## config.mk

```make
export PLATFORM = sky130hd
export DESIGN_NAME = rgb_hsv_color_converter
export DESIGN_NICKNAME = d
export VERILOG_FILES = /design/src/rhc_pkg.sv /design/src/rgb_hsv_color_converter.sv /design/src/rhc_hsv.sv /design/src/rhc_rgb.sv
export VERILOG_INCLUDE_DIRS = /design/src /design/src/src
export SDC_FILE = /design/constraint.sdc
export NUM_CORES = 2
export LEC_CHECK = 0
export BUFFER_PORTS_ARGS = -buffer_cell sky130_fd_sc_hd__buf_2
export CORE_UTILIZATION = 38
export DETAILED_ROUTE_END_ITERATION = 8
export PLACE_DENSITY_LB_ADDON = 0.1
export SLEW_MARGIN = 40
export SYNTH_ARGS = -nofsm -noshare
export SYNTH_HDL_FRONTEND = slang
export SYNTH_SLANG_ARGS = --single-unit
```

## constraint.sdc

```tcl
create_clock -name clk_i -period 9.32 [get_ports clk_i]
set_input_delay 0.466 -clock clk_i [delete_from_list [all_inputs] [get_ports clk_i]]
set_output_delay 0.466 -clock clk_i [all_outputs]
set_load 0.01 [all_outputs]
```

## src/rgb_hsv_color_converter_macros.svh

```systemverilog
`ifndef RGB_HSV_COLOR_CONVERTER_MACROS_SVH
`define RGB_HSV_COLOR_CONVERTER_MACROS_SVH

`ifndef NO_ASSERTIONS

`define RHC_ASSERT_IMP(name, pre, post) \
  name: assert property (@(posedge clk_i) disable iff (!rst_ni) (pre) |-> post) \
    else $error("implication check failed");

`define RHC_ASSERT_NEVER(name, cond) \
  name: assert property (@(posedge clk_i) disable iff (!rst_ni) !(cond)) \
    else $error("forbidden condition seen");

`else

`define RHC_ASSERT_IMP(name, pre, post)

`define RHC_ASSERT_NEVER(name, cond)

`endif

`endif

```

## src/rhc_pkg.sv

```systemverilog
package rhc_pkg;

  localparam logic [7:0] FULL     = 8'd255;
  localparam logic [7:0] HUE_STEP = 8'd43;
  localparam logic [7:0] BASE_R   = 8'd0;
  localparam logic [7:0] BASE_G   = 8'd85;
  localparam logic [7:0] BASE_B   = 8'd171;

  typedef enum logic [2:0] {
    SEC_RY = 3'd0,
    SEC_YG = 3'd1,
    SEC_GC = 3'd2,
    SEC_CB = 3'd3,
    SEC_BM = 3'd4,
    SEC_MR = 3'd5
  } sec_e;

  typedef struct packed {
    logic [7:0] r;
    logic [7:0] g;
    logic [7:0] b;
  } rgb_t;

  typedef struct packed {
    logic [7:0] h;
    logic [7:0] s;
    logic [7:0] v;
  } hsv_t;

  function automatic logic [7:0] sector_start(sec_e sec);
    logic [7:0] start;
    unique case (sec)
      SEC_RY:  start = 8'd0;
      SEC_YG:  start = HUE_STEP;
      SEC_GC:  start = 8'(2 * HUE_STEP);
      SEC_CB:  start = 8'(3 * HUE_STEP);
      SEC_BM:  start = 8'(4 * HUE_STEP);
      SEC_MR:  start = 8'(5 * HUE_STEP);
      default: start = 8'd0;
    endcase
    return start;
  endfunction

  function automatic sec_e hue_sector(logic [7:0] hue);
    sec_e sec;
    priority if (hue >= sector_start(SEC_MR)) begin
      sec = SEC_MR;
    end else if (hue >= sector_start(SEC_BM)) begin
      sec = SEC_BM;
    end else if (hue >= sector_start(SEC_CB)) begin
      sec = SEC_CB;
    end else if (hue >= sector_start(SEC_GC)) begin
      sec = SEC_GC;
    end else if (hue >= sector_start(SEC_YG)) begin
      sec = SEC_YG;
    end else begin
      sec = SEC_RY;
    end
    return sec;
  endfunction

endpackage

```

## src/rgb_hsv_color_converter.sv

```systemverilog
// Converts one 8-bit color triple per transfer, in either direction.
// An item is taken at a rising clock edge with start_i high and busy_o low.
// op_i low reads the inputs as hue, saturation and value and returns red,
// green and blue; op_i high reads red, green and blue and returns hue,
// saturation and value.
// busy_o is always low: a new item can enter on every clock cycle.
// The result is driven from the output register on the three output fields,
// for exactly one cycle with done_o high, and is taken at the edge that ends
// that cycle. Results leave in the order in which the items came in.
// The RGB to HSV path is deeper: one stage for the channel maximum and
// minimum, one for the scaled numerators, four restoring divider stages
// (two saturation and, in the first three, two hue quotient bits each), the
// output register. The HSV to RGB path takes three stages, delayed to match.
// Throughput is one item per clock cycle.
// The receiver cannot stall the block, so every result is offered once.
// Reset clears the valid pipeline; items in flight are dropped and no
// done_o pulse follows until new items are accepted.
`include "rgb_hsv_color_converter_macros.svh"

module rgb_hsv_color_converter (
  input  logic       clk_i,
  input  logic       rst_ni,
  input  logic       start_i,
  output logic       busy_o,
  input  logic       op_i,
  input  logic [7:0] first_in_i,
  input  logic [7:0] second_in_i,
  input  logic [7:0] third_in_i,
  output logic       done_o,
  output logic [7:0] first_out_o,
  output logic [7:0] second_out_o,
  output logic [7:0] third_out_o
);

  rhc_pkg::rgb_t rgb_res;
  rhc_pkg::hsv_t hsv_res;
  rhc_pkg::rgb_t rgb_dly_q [3];
  logic [6:0]    vld_q;
  logic [5:0]    op_q;
  logic [7:0]    first_out_d, second_out_d, third_out_d;
  logic [7:0]    first_out_q, second_out_q, third_out_q;

  assign busy_o = 1'b0;

  rhc_hsv u_hsv (
    .clk_i (clk_i),
    .hue_i (first_in_i),
    .sat_i (second_in_i),
    .val_i (third_in_i),
    .rgb_o (rgb_res)
  );

  rhc_rgb u_rgb (
    .clk_i   (clk_i),
    .red_i   (first_in_i),
    .green_i (second_in_i),
    .blue_i  (third_in_i),
    .hsv_o   (hsv_res)
  );

  always_ff @(posedge clk_i or negedge rst_ni) begin
    if (!rst_ni) begin
      vld_q <= '0;
      op_q  <= '0;
    end else begin
      vld_q <= {vld_q[5:0], start_i && !busy_o};
      op_q  <= {op_q[4:0], op_i};
    end
  end

  always_ff @(posedge clk_i) begin
    rgb_dly_q[0] <= rgb_res;
    rgb_dly_q[1] <= rgb_dly_q[0];
    rgb_dly_q[2] <= rgb_dly_q[1];
  end

  always_comb begin
    if (op_q[5]) begin
      first_out_d  = hsv_res.h;
      second_out_d = hsv_res.s;
      third_out_d  = hsv_res.v;
    end else begin
      first_out_d  = rgb_dly_q[2].r;
      second_out_d = rgb_dly_q[2].g;
      third_out_d  = rgb_dly_q[2].b;
    end
  end

  always_ff @(posedge clk_i) begin
    first_out_q  <= first_out_d;
    second_out_q <= second_out_d;
    third_out_q  <= third_out_d;
  end

  assign done_o       = vld_q[6];
  assign first_out_o  = first_out_q;
  assign second_out_o = second_out_q;
  assign third_out_o  = third_out_q;

  `RHC_ASSERT_IMP(a_done_latency, start_i && !busy_o, ##7 done_o)
  `RHC_ASSERT_IMP(a_done_origin, done_o, $past(start_i && !busy_o, 7))
  `RHC_ASSERT_IMP(a_grey_hue, done_o && $past(op_i, 7) && second_out_o == 8'd0, first_out_o == 8'd0)
  `RHC_ASSERT_IMP(a_value_max, done_o && $past(op_i, 7), third_out_o >= $past(first_in_i, 7) && third_out_o >= $past(second_in_i, 7) && third_out_o >= $past(third_in_i, 7))
  `RHC_ASSERT_NEVER(a_black_sat, done_o && $past(op_i, 7) && third_out_o == 8'd0 && second_out_o != 8'd0)

endmodule

```

## src/rhc_hsv.sv

```systemverilog
module rhc_hsv (
  input  logic          clk_i,
  input  logic [7:0]    hue_i,
  input  logic [7:0]    sat_i,
  input  logic [7:0]    val_i,
  output rhc_pkg::rgb_t rgb_o
);

  rhc_pkg::sec_e sec1_d, sec1_q, sec2_q, sec3_q;
  logic [7:0]    off1;
  logic [7:0]    rem1_d, rem1_q;
  logic [7:0]    sat1_q;
  logic [7:0]    val1_q, val2_q, val3_q;
  logic          grey1_q, grey2_q, grey3_q;
  logic [15:0]   pp2_d, pq2_d, pt2_d;
  logic [15:0]   pp2_q, pq2_q, pt2_q;
  logic [15:0]   qq3_d, tq3_d;
  logic [15:0]   qq3_q, tq3_q;
  logic [7:0]    p3_q;
  logic [7:0]    p_val, q_val, t_val;

  always_comb begin
    sec1_d = rhc_pkg::hue_sector(hue_i);
    off1   = hue_i - rhc_pkg::sector_start(sec1_d);
    rem1_d = {off1[5:0], 2'b00} + {1'b0, off1[5:0], 1'b0};
  end

  always_ff @(posedge clk_i) begin
    sec1_q  <= sec1_d;
    rem1_q  <= rem1_d;
    sat1_q  <= sat_i;
    val1_q  <= val_i;
    grey1_q <= (sat_i == 8'd0);
  end

  always_comb begin
    pp2_d = 16'(val1_q) * 16'(rhc_pkg::FULL - sat1_q);
    pq2_d = 16'(sat1_q) * 16'(rem1_q);
    pt2_d = 16'(sat1_q) * 16'(rhc_pkg::FULL - rem1_q);
  end

  always_ff @(posedge clk_i) begin
    sec2_q  <= sec1_q;
    val2_q  <= val1_q;
    grey2_q <= grey1_q;
    pp2_q   <= pp2_d;
    pq2_q   <= pq2_d;
    pt2_q   <= pt2_d;
  end

  always_comb begin
    qq3_d = 16'(val2_q) * 16'(rhc_pkg::FULL - pq2_q[15:8]);
    tq3_d = 16'(val2_q) * 16'(rhc_pkg::FULL - pt2_q[15:8]);
  end

  always_ff @(posedge clk_i) begin
    sec3_q  <= sec2_q;
    val3_q  <= val2_q;
    grey3_q <= grey2_q;
    p3_q    <= pp2_q[15:8];
    qq3_q   <= qq3_d;
    tq3_q   <= tq3_d;
  end

  always_comb begin
    p_val = p3_q;
    q_val = qq3_q[15:8];
    t_val = tq3_q[15:8];
    if (grey3_q) begin
      rgb_o = '{r: val3_q, g: val3_q, b: val3_q};
    end else begin
      unique case (sec3_q)
        rhc_pkg::SEC_RY: rgb_o = '{r: val3_q, g: t_val,  b: p_val};
        rhc_pkg::SEC_YG: rgb_o = '{r: q_val,  g: val3_q, b: p_val};
        rhc_pkg::SEC_GC: rgb_o = '{r: p_val,  g: val3_q, b: t_val};
        rhc_pkg::SEC_CB: rgb_o = '{r: p_val,  g: q_val,  b: val3_q};
        rhc_pkg::SEC_BM: rgb_o = '{r: t_val,  g: p_val,  b: val3_q};
        default:         rgb_o = '{r: val3_q, g: p_val,  b: q_val};
      endcase
    end
  end

endmodule

```

## src/rhc_rgb.sv

```systemverilog
module rhc_rgb (
  input  logic          clk_i,
  input  logic [7:0]    red_i,
  input  logic [7:0]    green_i,
  input  logic [7:0]    blue_i,
  output rhc_pkg::hsv_t hsv_o
);

  typedef struct packed {
    logic [15:0] rs;
    logic [13:0] rh;
    logic [7:0]  qs;
    logic [5:0]  qh;
    logic [7:0]  mx;
    logic [7:0]  dd;
    logic        neg;
    logic [7:0]  base;
  } div_t;

  logic       r_top, g_top;
  logic [7:0] mx1_d, mn1, min_rg, na1, nb1, base1_d;
  logic       neg1_d;
  logic [7:0] mag1_d;
  logic [7:0] mx1_q, d1_q, mag1_q, base1_q;
  logic       neg1_q;
  div_t       dv0_d;
  div_t       dv_q [5];
  div_t       fin;
  logic [7:0] quo8;

  always_comb begin
    r_top  = (red_i >= green_i) && (red_i >= blue_i);
    g_top  = (green_i >= blue_i);
    min_rg = (red_i < green_i) ? red_i : green_i;
    mn1    = (min_rg < blue_i) ? min_rg : blue_i;
    priority if (r_top) begin
      mx1_d   = red_i;
      na1     = green_i;
      nb1     = blue_i;
      base1_d = rhc_pkg::BASE_R;
    end else if (g_top) begin
      mx1_d   = green_i;
      na1     = blue_i;
      nb1     = red_i;
      base1_d = rhc_pkg::BASE_G;
    end else begin
      mx1_d   = blue_i;
      na1     = red_i;
      nb1     = green_i;
      base1_d = rhc_pkg::BASE_B;
    end
    neg1_d = (na1 < nb1);
    mag1_d = neg1_d ? (nb1 - na1) : (na1 - nb1);
  end

  always_ff @(posedge clk_i) begin
    mx1_q   <= mx1_d;
    d1_q    <= mx1_d - mn1;
    neg1_q  <= neg1_d;
    mag1_q  <= mag1_d;
    base1_q <= base1_d;
  end

  always_comb begin
    dv0_d.rs   = 16'(d1_q) * 16'(rhc_pkg::FULL);
    dv0_d.rh   = 14'(mag1_q) * 14'(rhc_pkg::HUE_STEP);
    dv0_d.qs   = '0;
    dv0_d.qh   = '0;
    dv0_d.mx   = mx1_q;
    dv0_d.dd   = d1_q;
    dv0_d.neg  = neg1_q;
    dv0_d.base = base1_q;
  end

  always_ff @(posedge clk_i) begin
    dv_q[0] <= dv0_d;
  end

  // Each stage retires two saturation quotient bits; the first three also two hue bits.
  for (genvar k = 0; k < 4; k++) begin : g_div
    localparam int SatBit = 7 - 2 * k;
    localparam int HueBit = 5 - 2 * k;
    div_t stg_d;

    always_comb begin
      logic [15:0] tr_s;
      logic [13:0] tr_h;
      stg_d = dv_q[k];
      tr_s  = '0;
      tr_h  = '0;
      for (int j = 0; j < 2; j++) begin
        tr_s = 16'(stg_d.mx) << (SatBit - j);
        if (stg_d.rs >= tr_s) begin
          stg_d.rs = stg_d.rs - tr_s;
          stg_d.qs = {stg_d.qs[6:0], 1'b1};
        end else begin
          stg_d.qs = {stg_d.qs[6:0], 1'b0};
        end
        if (k < 3) begin
          tr_h = 14'(stg_d.dd) << (HueBit - j);
          if (stg_d.rh >= tr_h) begin
            stg_d.rh = stg_d.rh - tr_h;
            stg_d.qh = {stg_d.qh[4:0], 1'b1};
          end else begin
            stg_d.qh = {stg_d.qh[4:0], 1'b0};
          end
        end
      end
    end

    always_ff @(posedge clk_i) begin
      dv_q[k+1] <= stg_d;
    end
  end

  always_comb begin
    fin     = dv_q[4];
    quo8    = {2'b00, fin.qh};
    hsv_o.v = fin.mx;
    if (fin.dd == 8'd0) begin
      hsv_o.h = 8'd0;
      hsv_o.s = 8'd0;
    end else begin
      hsv_o.h = fin.neg ? (fin.base - quo8) : (fin.base + quo8);
      hsv_o.s = fin.qs;
    end
  end

endmodule

```

# ---- Word-level counts from Yosys, hierarchy flattened
# Memories as Yosys holds them, arrays and structs flattened.
# Index checks and enable logic that the tools add are counted.
dict set report word_totals {
  reg_bits 210
  ramBits 417
  input_bits 28
  elab_cells 150
  memories 2
}
# memory depth width rd rd_clocked_by_memory_dff write_ports line_no
set memory_table {}
lappend memory_table {u_rgb.dv_q 5 69 5 0 5 rhc_rgb.sv:27} ;# div_t dv_q [5];
lappend memory_table {rgb_dly_q 3 24 3 0 3 rgb_hsv_color_converter.sv:37} ;# rhc_pkg::rgb_t rgb_dly_q [3];
dict set report op_classes {
  addsub 25
  mul 7
  magnitude_cmp 25
  n_eq_ne 9
  muxes 51
  reduce_logical 4
}
# op count
set op_table {}
lappend op_table {{2-to-1 mux 16 bit} 9}
lappend op_table {{case mux 24 bit (5 select lines)} 1}
lappend op_table {{2-to-1 mux 8 bit} 14}
lappend op_table {{2-to-1 mux 14 bit} 6}
lappend op_table {{multiplier 8 x 16 -> 16 bit} 4}
lappend op_table {{subtractor 8 x 8 -> 9 bit, first input constant} 4}
lappend op_table {{case mux 6 bit (5 select lines)} 1}
lappend op_table {{>= comparator 8 bit} 3}
lappend op_table {{>= comparator 8 bit, second input constant} 3}
lappend op_table {{< comparator 8 bit} 3}
lappend op_table {{2-to-1 mux 24 bit} 1}
lappend op_table {{subtractor 8 bit} 3}
lappend op_table {{>= comparator 16 x 10 -> 1 bit} 1}
lappend op_table {{>= comparator 16 x 11 -> 1 bit} 1}
lappend op_table {{>= comparator 16 x 12 -> 1 bit} 1}
lappend op_table {{>= comparator 16 x 13 -> 1 bit} 1}
lappend op_table {{>= comparator 16 x 14 -> 1 bit} 1}
lappend op_table {{>= comparator 16 x 15 -> 1 bit} 1}
lappend op_table {{>= comparator 16 x 8 -> 1 bit} 1}
lappend op_table {{>= comparator 16 x 9 -> 1 bit} 1}
lappend op_table {{zero test 8 bit} 2}
lappend op_table {{multiplier 8 x 8 -> 16 bit} 1}
lappend op_table {{multiplier 8 x 8 -> 16 bit, second input constant} 1}
lappend op_table {{subtractor 16 x 10 -> 16 bit} 1}
lappend op_table {{33 further kinds} 56}

# ---- Longest topological paths before layout
dict set report logic_depth {
  depth_word 10
  ltp_mapped 25
  depth_no_buf 25
}

# ---- Modules after synthesis
# Synthesis repeated with hierarchy kept, for this count alone.
dict set report unflattened {
  cells_unflattened 3405
  area_unflattened_um2 32567.5
}
# module n_inst cells_each area_each_um2 seq_area_each_um2
set by_module_without_submodules {}
lappend by_module_without_submodules {rhc_rgb 1 1859 16968.8 5365.1}
lappend by_module_without_submodules {rhc_hsv 1 1408 12943.7 1981.9}
lappend by_module_without_submodules {rgb_hsv_color_converter 1 138 2655.0 2247.2}

# ---- Least setup slack after synthesis
# Ideal clock, no wire load.
dict set report synth_path {
  path_kind {register to register}
  start {reg u_hsv.rem1_q[1]}
  end {reg u_hsv.pt2_q[15]}
  setup_ns 0.072
  t_arrival_ns 4.670
  required_ns 9.248
  setup_slack_ns 4.578
  stages_incl_launch_ff 17
  period_less_slack_ns 4.742
  cell_sequence {dfxtp_1 > clkbuf_1 > nor2b_1 > fa_1 > inv_1 > fa_1 > inv_1 > fa_1 > fa_1 > ha_1 > or3_1 > o211a_1 > o21a_1 > o21a_1 > or4_1 > a31oi_1 > xnor2_1}
}
dict set report synth_via {
  elab_chain_len 2
}
# item line_no
set synth_lines {}
lappend synth_lines {{start: declaration} rhc_hsv.sv:11} ;# logic [7:0] rem1_d, rem1_q;
lappend synth_lines {{start signal: assignment} rhc_hsv.sv:30} ;# rem1_q <= rem1_d;
lappend synth_lines {{subtractor 8 x 8 -> 9 bit} rhc_hsv.sv:39} ;# pt2_d = 16'(sat1_q) * 16'(rhc_pkg::FULL - rem1_q);
lappend synth_lines {{multiplier 8 x 16 -> 16 bit} rhc_hsv.sv:39}
lappend synth_lines {{net u_hsv.pt2_d[15]} rhc_hsv.sv:15} ;# logic [15:0] pp2_d, pq2_d, pt2_d;
lappend synth_lines {{end signal: assignment} rhc_hsv.sv:48} ;# pt2_q <= pt2_d;
lappend synth_lines {{end: declaration} rhc_hsv.sv:16} ;# logic [15:0] pp2_q, pq2_q, pt2_q;
# The timed path passes the listed nets, and every way through them passes these cells.
# A chain may end at the register's enable or synchronous reset.

==> flow_metrics.tcl <==
set metrics [dict create \
    run_status "complete, no violations" \
    ctsLongestPathBuffers 3 \
    route.antenna.remaining_nets 0 \
    fin_skew_ps 17.2 \
    postCtsResizedCells 0 \
    setup_viol_count_final 0 \
    detail_route.wirelength_um 75300 \
    die_y_um 294 \
    gp_routability_congestion 0.887 \
    antenna_found_initial 2 \
    hold_viol_final 0 \
    first_global_vias 23456 \
    largestRegisters "u_rgb.dv_q: 240 flops, rgb_dly_q: 72 flops" \
    largest_register "u_rgb.dv_q" \
    grt_first_pass_wirelength_um 124000 \
    synth.distinct_cells 89 \
    max_clock_freq_ghz 0.196 \
    area_used_by_multi_input_combinational_logic_um2 20800 \
    critical_path.startpoint_type "flip-flop" \
    route.detailed.drc 0 \
    die_w_um 294 \
    synth_enable_flop_cells 0 \
    yosys-mux-area-fraction_pct 3.73 \
    main_area_contributors_after_synthesis "sky130_fd_sc_hd__dfxtp_1, sky130_fd_sc_hd__ha_1, sky130_fd_sc_hd__fa_1" \
    post_synthesis_mean_instance_area_um2 9.54 \
    worstReg2RegStart "u_rgb.dv_q[0][79]$_DFF_P_" \
    numPortBuffers 52 \
    setup.reg_to_reg.worst_slack_ps 4210 \
    detail_route.wl_per_cell_um 16.3 \
    post-route-min-period_ps 5110 \
    layout-drive-gt1-share_pct 7.72 \
    grt_setup_unrepaired "false" \
    synth_top_area_share_pct 28.6 \
    hold_critical_path_depth 1 \
    clock_latency_ps 600 \
    ff2ff_path_depth 17 \
    netlist_instances 3395 \
    min_period_over_period_pct 54.8 \
    netlist_area_um2 32400 \
    crit_end "u_rgb.dv_q[0][181]$_DFF_P_" \
    critPathKind "reg -> reg" \
    synth_compound_area_share_pct 11.6 \
    timing.critical_path.fanout_max 12 \
    timing.critical_path.from "u_rgb.dv_q[0][79]$_DFF_P_" \
    max_cap_viol_count 0 \
    antenna_cells 0 \
    tightestPinTransition_ps 900 \
    pin_count 54 \
    clock_tree_from_tritoncts "done" \
    ys_dominant_reg_cell "sky130_fd_sc_hd__dfxtp_1" \
    yosysTopAreaCell "sky130_fd_sc_hd__dfxtp_1" \
    drt-pass1-iter-count 8 \
    dpl.hpwl_um 59500 \
    holdCritPathClass "in -> reg" \
    pin_count_of_the_biggest_net_entering_global_routing 67 \
    design.final.nets 4114 \
    via_count 22681 \
    synthAdderAreaFrac_pct 30.2 \
    fillerInstances 8220 \
    cts_setup_buffers 0 \
    synth_nets 4069 \
    sequential_cell_area_um2 9600 \
    slew-limit-headroom_pct 39.9 \
    slew_violations 0 \
    floorplan.core_area_um2 84100 \
    route.detailed.vias_per_inst 4.91 \
    synth.ff_latch_count 476 \
    setup_total_negative_slack_ps 0 \
    floorplan.initialDensity_pct 38.5 \
    synthTopCellsByCount "sky130_fd_sc_hd__dfxtp_1, sky130_fd_sc_hd__inv_1, sky130_fd_sc_hd__ha_1" \
    critPathArrivalTime_ps 5570 \
    clkSinkCount 476 \
    end_kind "flip-flop" \
    cp_data_required_time_ps 9790 \
    die_area_um2 86400 \
    synth_top_family_by_area "adder cells" \
    synth-simple-area-share_pct 14.4 \
    cts.root.buffer_cell "sky130_fd_sc_hd__clkbuf_16" \
    synthToLayoutAreaGrowth_pct 10.7 \
    ys_warn_count 0 \
    xor_and_xnor_area_share_after_synthesis_pct 4.15 \
    first_iter_violations 1075 \
    grt.total_usage_pct 17.8 \
    cts_buffers 54 \
    synth_async_sr_flop_share_pct 2.73 \
    crit-reg2reg-capture "u_rgb.dv_q[0][181]$_DFF_P_" \
    clock_tree.htree_level_count 2 \
    synth.yosys.seq_area_share_pct 29.6 \
    globalRoute.totalOverflow 0 \
    yosysMostFrequentCell "sky130_fd_sc_hd__dfxtp_1" \
    clkTransAtPathRegs_ps 60 \
    largest_reg_flops 240 \
    placement_rows 106 \
]
## kinds of logic after synthesis
family | count (synthesis)
buffers and inverters | 538
and+or+nand+nor | 881
DFF | 476
xor gates and xnor gates | 152
muxes | 107
AOI/OAI and AO/OA | 594
other | 1
adders and majority gates | 646
## what timing repair did
item / in CTS / in global routing
endpoints found under the setup margin: 0 / 0
hold buffers: 3 / 0
hold endpoints to repair: 15 / 0
## per-stage QoR
step	area (um^2)	cells	util, %	setup slack (ps)	hold WS [ps]
floorplan	32400	3395	-	4580	170
global placement	33900	4513	40.3	3810	310
detailed placement	33900	4515	40.3	3830	312
CTS	35900	4620	42.7	4190	3.95
global route	35900	4620	42.7	3760	19.5
finish	35900	4620	42.7	4210	48.9
## layer usage
metal	track usage [%]	vias to the layer above	share of wire (%)
met5	0	-	0
met4	4.48	0	2.2
met3	2.19	103	3.2
met2	28.6	377	44
met1	25.1	10800	51
li1	-	11401	-
## cell usage in the layout (no fill, tap or decap), drive strengths merged, types with 41 or more instances in the layout
cell    synthesis  routed
mux2i          45      45
nand2b        126     126
nand2         169     169
xnor2          96      96
buf            13      66
inv           458     461
nor2b         182     182
a21o           72      72
nor3           41      41
ha            420     420
nor2          183     183
a21oi         183     183
fa            226     226
dfxtp         463     463
o21ai         148     148
clkbuf         67      72
mux2           62      62
xor2           55      55
## how the worst min path moves through the flow
stage / to / start
2_1_floorplan: op_q[0]$_DFF_PN0_ / rst_ni
3_3_place_gp: rgb_dly_q[0][39]$_DFF_P_ / rgb_dly_q[0][15]$_DFF_P_
6_report: u_hsv.val1_q[1]$_DFF_P_ / third_in_i[1]
3_5_place_dp: rgb_dly_q[0][27]$_DFF_P_ / rgb_dly_q[0][3]$_DFF_P_
5_1_grt: u_hsv.val1_q[1]$_DFF_P_ / third_in_i[1]
4_1_cts: u_hsv.val1_q[1]$_DFF_P_ / third_in_i[1]
## cell type report
type	count	share of cell area (%)
Multi-Input combinational cell	2381	57.9
Sequential cell	476	26.8
Inverter	458	4.80
Clock buffer	72	4.26
Tap cell	1134	3.95
Timing Repair Buffer	69	1.18
Clock inverter	30	1.13
## critical path: stages, from the launching register on
cell,delay [ps]
sky130_fd_sc_hd__dfxtp_1,420
sky130_fd_sc_hd__inv_1,130
sky130_fd_sc_hd__ha_1,330
sky130_fd_sc_hd__nor2b_1,150
sky130_fd_sc_hd__o31ai_1,340
sky130_fd_sc_hd__a21oi_1,180
sky130_fd_sc_hd__o221ai_1,460
sky130_fd_sc_hd__nand2_1,380
sky130_fd_sc_hd__o21ai_0,550
sky130_fd_sc_hd__fa_1,310
sky130_fd_sc_hd__nor2b_1,50
sky130_fd_sc_hd__o21ai_0,220
sky130_fd_sc_hd__a21o_1,190
sky130_fd_sc_hd__a21oi_1,120
sky130_fd_sc_hd__nor2_1,180
sky130_fd_sc_hd__inv_1,60
sky130_fd_sc_hd__and4bb_2,510
sky130_fd_sc_hd__mux2_2,380
Power is not shown: default switching activity piles up to over one toggle a cycle in this logic, so the estimate is an artifact.
